**src/design/hcbp_pkg.sv**
```systemverilog
`timescale 1ns / 1ps
// ----------------------------------------------------------------------------
// Huffman code bit packer package
// Shared constants, request codes and controller/datapath handshake structs.
// ----------------------------------------------------------------------------
package hcbp_pkg;

  localparam int MAX_CODE_LEN_DEF = 32;
  localparam int CODE_FIELD_W     = 32;
  localparam int CODE_LEN_FIELD_W = 6;
  localparam int TABLE_DEPTH      = 256;
  localparam int SYM_W            = 8;
  localparam int BYTE_W           = 8;

  localparam logic [BYTE_W-1:0] ASCII_ZERO = 8'h30;

  localparam logic [1:0] REQ_LOAD   = 2'd0;
  localparam logic [1:0] REQ_ENCODE = 2'd1;
  localparam logic [1:0] REQ_FLUSH  = 2'd2;

  typedef struct packed {
    logic capture;
    logic write_entry;
    logic start_flush;
    logic align;
    logic emit;
    logic finish;
  } dp_cmd_t;

  typedef struct packed {
    logic cnt_ge8;
    logic out_busy;
  } dp_status_t;

endpackage

```
**src/design/hcbp_ctrl.sv**
```systemverilog
`timescale 1ns / 1ps
// ----------------------------------------------------------------------------
// Huffman packer controller
// Sequences table loads, code lookups, byte emission and flushes.
// ----------------------------------------------------------------------------
module hcbp_ctrl (
  input  logic                   clk,
  input  logic                   rst,
  input  logic                   in_valid,
  input  logic [1:0]             in_req_type,
  output logic                   in_ready,
  input  hcbp_pkg::dp_status_t   status,
  output hcbp_pkg::dp_cmd_t      cmd
);

  typedef enum logic [2:0] {
    ST_IDLE   = 3'b001,
    ST_LOOKUP = 3'b010,
    ST_EMIT   = 3'b100
  } state_t;

  state_t state;
  state_t state_next;
  logic   accept;

  assign in_ready = (state == ST_IDLE);
  assign accept   = in_valid && in_ready;

  always_comb begin
    state_next = state;
    cmd        = '0;
    case (state)
      ST_IDLE: begin
        if (accept) begin
          case (in_req_type)
            hcbp_pkg::REQ_LOAD: begin
              cmd.write_entry = 1'b1;
            end
            hcbp_pkg::REQ_ENCODE: begin
              cmd.capture = 1'b1;
              state_next  = ST_LOOKUP;
            end
            hcbp_pkg::REQ_FLUSH: begin
              cmd.start_flush = 1'b1;
              state_next      = ST_EMIT;
            end
            default: ;
          endcase
        end
      end
      ST_LOOKUP: begin
        cmd.align  = 1'b1;
        state_next = ST_EMIT;
      end
      ST_EMIT: begin
        if (status.cnt_ge8) begin
          cmd.emit = !status.out_busy;
        end else begin
          cmd.finish = 1'b1;
          state_next = ST_IDLE;
        end
      end
      default: state_next = ST_IDLE;
    endcase
  end

  always_ff @(posedge clk) begin
    if (rst) begin
      state <= ST_IDLE;
    end else begin
      state <= state_next;
    end
  end

`ifndef ASSERT_OFF
  a_emit_only_in_emit: assert property (@(posedge clk) disable iff (rst)
    cmd.emit |-> (state == ST_EMIT))
    else $error("emit outside emit state");

  a_lookup_then_emit: assert property (@(posedge clk) disable iff (rst)
    (state == ST_LOOKUP) |=> (state == ST_EMIT))
    else $error("lookup not followed by emit");

  a_encode_goes_lookup: assert property (@(posedge clk) disable iff (rst)
    cmd.capture |=> (state == ST_LOOKUP))
    else $error("encode beat did not start lookup");
`endif

endmodule

```
**config.mk**
```make
export PLATFORM = sky130hd
export DESIGN_NAME = hcbp_ctrl
export DESIGN_NICKNAME = d
export VERILOG_FILES = /design/src/design/hcbp_pkg.sv /design/src/design/hcbp_ctrl.sv
export SDC_FILE = /design/constraint.sdc
export NUM_CORES = 1
export LEC_CHECK = 0
export BUFFER_PORTS_ARGS = -buffer_cell sky130_fd_sc_hd__buf_4
export CAP_MARGIN = 30
export CELL_PAD_IN_SITES_DETAIL_PLACEMENT = 2
export CELL_PAD_IN_SITES_GLOBAL_PLACEMENT = 2
export CORE_AREA = 2 2 39 41
export DETAILED_ROUTE_END_ITERATION = 6
export DIE_AREA = 0 0 41 43
export PLACE_DENSITY_LB_ADDON = 0.12
export SLEW_MARGIN = 20
export SYNTH_ARGS = -nofsm -noshare
export SYNTH_HDL_FRONTEND = slang
export SYNTH_SLANG_ARGS = --single-unit
export TNS_END_PERCENT = 5
```
**constraint.sdc**
```tcl
create_clock -name clk -period 2.8 [get_ports clk]
set_input_delay 0.84 -clock clk [delete_from_list [all_inputs] [get_ports clk]]
set_output_delay 0.84 -clock clk [all_outputs]
set_load 0.005 [all_outputs]
```
==> summary.txt <==
Vias per std cell = 4.19
Worst-Skew Late Latency = 0.23 ns
Yosys reg bits = 3
Die H = 43 um
RSZ-0062 raised after global routing = no
Drt pass-1 iters = 1
WHS = 0.761 ns
Avg WL per Cell = 11.7 um
WP buf/inv = 2
Setup Slack @ Placement = 0.476 ns
Seq/Total Area, Yosys = 30.2%
Reg clk slew, reported paths = 0.04 ns
Worst-Margin Slew = 0.392 ns
Most used cell, CP = buf_4
Share of post-route cells with drive strength above 1 = 52.8%
CTS tree = done
Avg Inst Size Synth = 10.5 um2
First-pass GRT wire length = 979 um
Fin crit period = 2.32 ns
Final WS setup = 0.484 ns
Diode count = 0
Fmax = 0.432 GHz
Largest net degree at the start of global routing = 7
Slowest CP cell = nor3b_2
CP Capture Type = primary output
Setup Buffers After CTS = 0
MaxCap Viol Count = 0
IO buf count = 13
Final Hold Vio Count = 0
Setup Viol. Count Final = 0
GR Overflow Total = 0
Vias in the first global route = 256
Synth warnings = 0
DR iter-0 viols = 0
CP Max Fanout = 4
GPL Wtd Cong = 0.643
Clk sink count = 3
Biggest register = state
Predominant post-synthesis flop cell = dfxtp_1
Remaining DRCs = 0
Syn Inst Count = 19
Slew Limit Fails = 0
Area Growth Syn to Fin = 72.3%
Mapped Area = 199 um2
Peak VDD IR = 0.000121 V
Crit path required time = 1.96 ns
Status = finished clean
Path type of the worst min-delay path = reg2reg
DR vias = 218
Skew final = 0.00438 ns
Die ar. = 1760 um2
Fin nets = 44
Worst stage delay on the critical path = 0.25 ns
Biggest regs = state x3
Slew headroom = 73.8%
# hold bufs at CTS = 0
Kind of cell adding the most delay to the critical path = simple AND/OR/NAND/NOR gates
Setup TNS = 0 ns
TritonCTS Buffers = 3
Yosys top cell area share = 30.2%
Final period util = 82.7%
Worst Path Arrival = 1.48 ns
Placed cell areas = 317 um2
Reg-to-reg slack, setup = 1.71 ns
Core Util, Final = 24.8%
Initial Utilization = 14.4%
Initial antenna violation count = 0
Synth top area cells = dfxtp_1 30%, nand4bb_4 14%, nor3b_2 13%
I/O Pins = 14
Max reg flops = 3
FFs w/ async S/R, synth = 0%
Post-synth EDFFs = 0
CTS root buf = clkbuf_4
Crit path kind = in2out
Startpoint types = primary input
Yosys top cell by area = dfxtp_1
Clock Path Buffers = 2
CTS H-Tree Depth = 1
GRT Overall Usage = 8.72%
Core box area = 1380 um2
Post-synth top cells = 3 x dfxtp_1, 3 x nor3b_1, 2 x nor3_1, 2 x nor3b_2
Leak pwr = 0.141 nW
Post-DRT Antenna Nets = 0
Post-Route WL = 610 um
Chip width = 41 um
Critical path cell sequence = buf_4 -> nand4bb_4 -> nor3b_2 -> buf_4
FP Rows = 14
Yosys cell types = 13
Post-Syn Nets = 26
PD cells = 444 nW/um2
Cell area after layout = 343 um2
CTS resizes = 0
worst min-delay path, stage by stage, from the launching register on:
cell,delay [ns]
dfxtp_1,0.37
nor3b_1,0.10
o31ai_1,0.25
layout make-up:
cell class	count	area [um2]
flip-flops and latches	3	60.1
fillers	168	1040
repair buffers	13	97.6
inverters	1	3.75
well taps	16	20.0
clock buffers	4	26.3
multi-input cells	15	135
path summary, 6_finish.rpt:
path / depth (start not counted) / to / from
min: 2 / state[0]$_SDFFE_PP1P_ / state[2]$_SDFFE_PP0P_
max: 4 / cmd[3] / in_valid
max reg2reg: 3 / state[2]$_SDFFE_PP0P_ / state[0]$_SDFFE_PP1P_
min reg2reg: 2 / state[0]$_SDFFE_PP1P_ / state[2]$_SDFFE_PP0P_
cells in the final DEF, fill, tap and decap left out:
cell,n
and2_1,1
nor3b_1,3
clkbuf_4,3
o31ai_1,1
buf_4,13
nand4bb_4,1
xnor2_1,1
dfxtp_1,3
nand2b_1,1
nor4b_1,1
nor3b_2,2
nor3_1,2
clkbuf_1,1
nor2_1,1
inv_1,1
o31a_1,1
layer usage:
layer	part of all wire, %	wire, um	vias to the layer above	track usage (%)
li1	-	-	105	-
met1	35	213	106	7.03
met2	59	358	7	14.4
met3	6.2	38	0	3.66
met4	0	0	0	8.00
met5	0	0	-	0
where the power goes:
group          leakage, nW  internal [mW]  switching, mW
logic                0.101         0.0173         0.0105
clock network       0.0150         0.0535         0.0238
registers           0.0245         0.0447        0.00251
total                0.141          0.116         0.0368
kinds of logic after synthesis:
kind of cell / count (synthesis) / synth area share, %
and+or+nand+nor: 12 / 55.3
DFF: 3 / 30.2
AOI/OAI and AO/OA: 2 / 8.18
xor gates and xnor gates: 1 / 4.40
buffers and inverters: 1 / 1.88
per-stage QoR:
stage	std cells	power (mW)
floorplan	19	0.0599
global placement	48	0.0753
detailed placement	48	0.0761
CTS	52	0.156
global route	52	0.160
finish	52	0.152
Power figures use the tool's default switching activity.
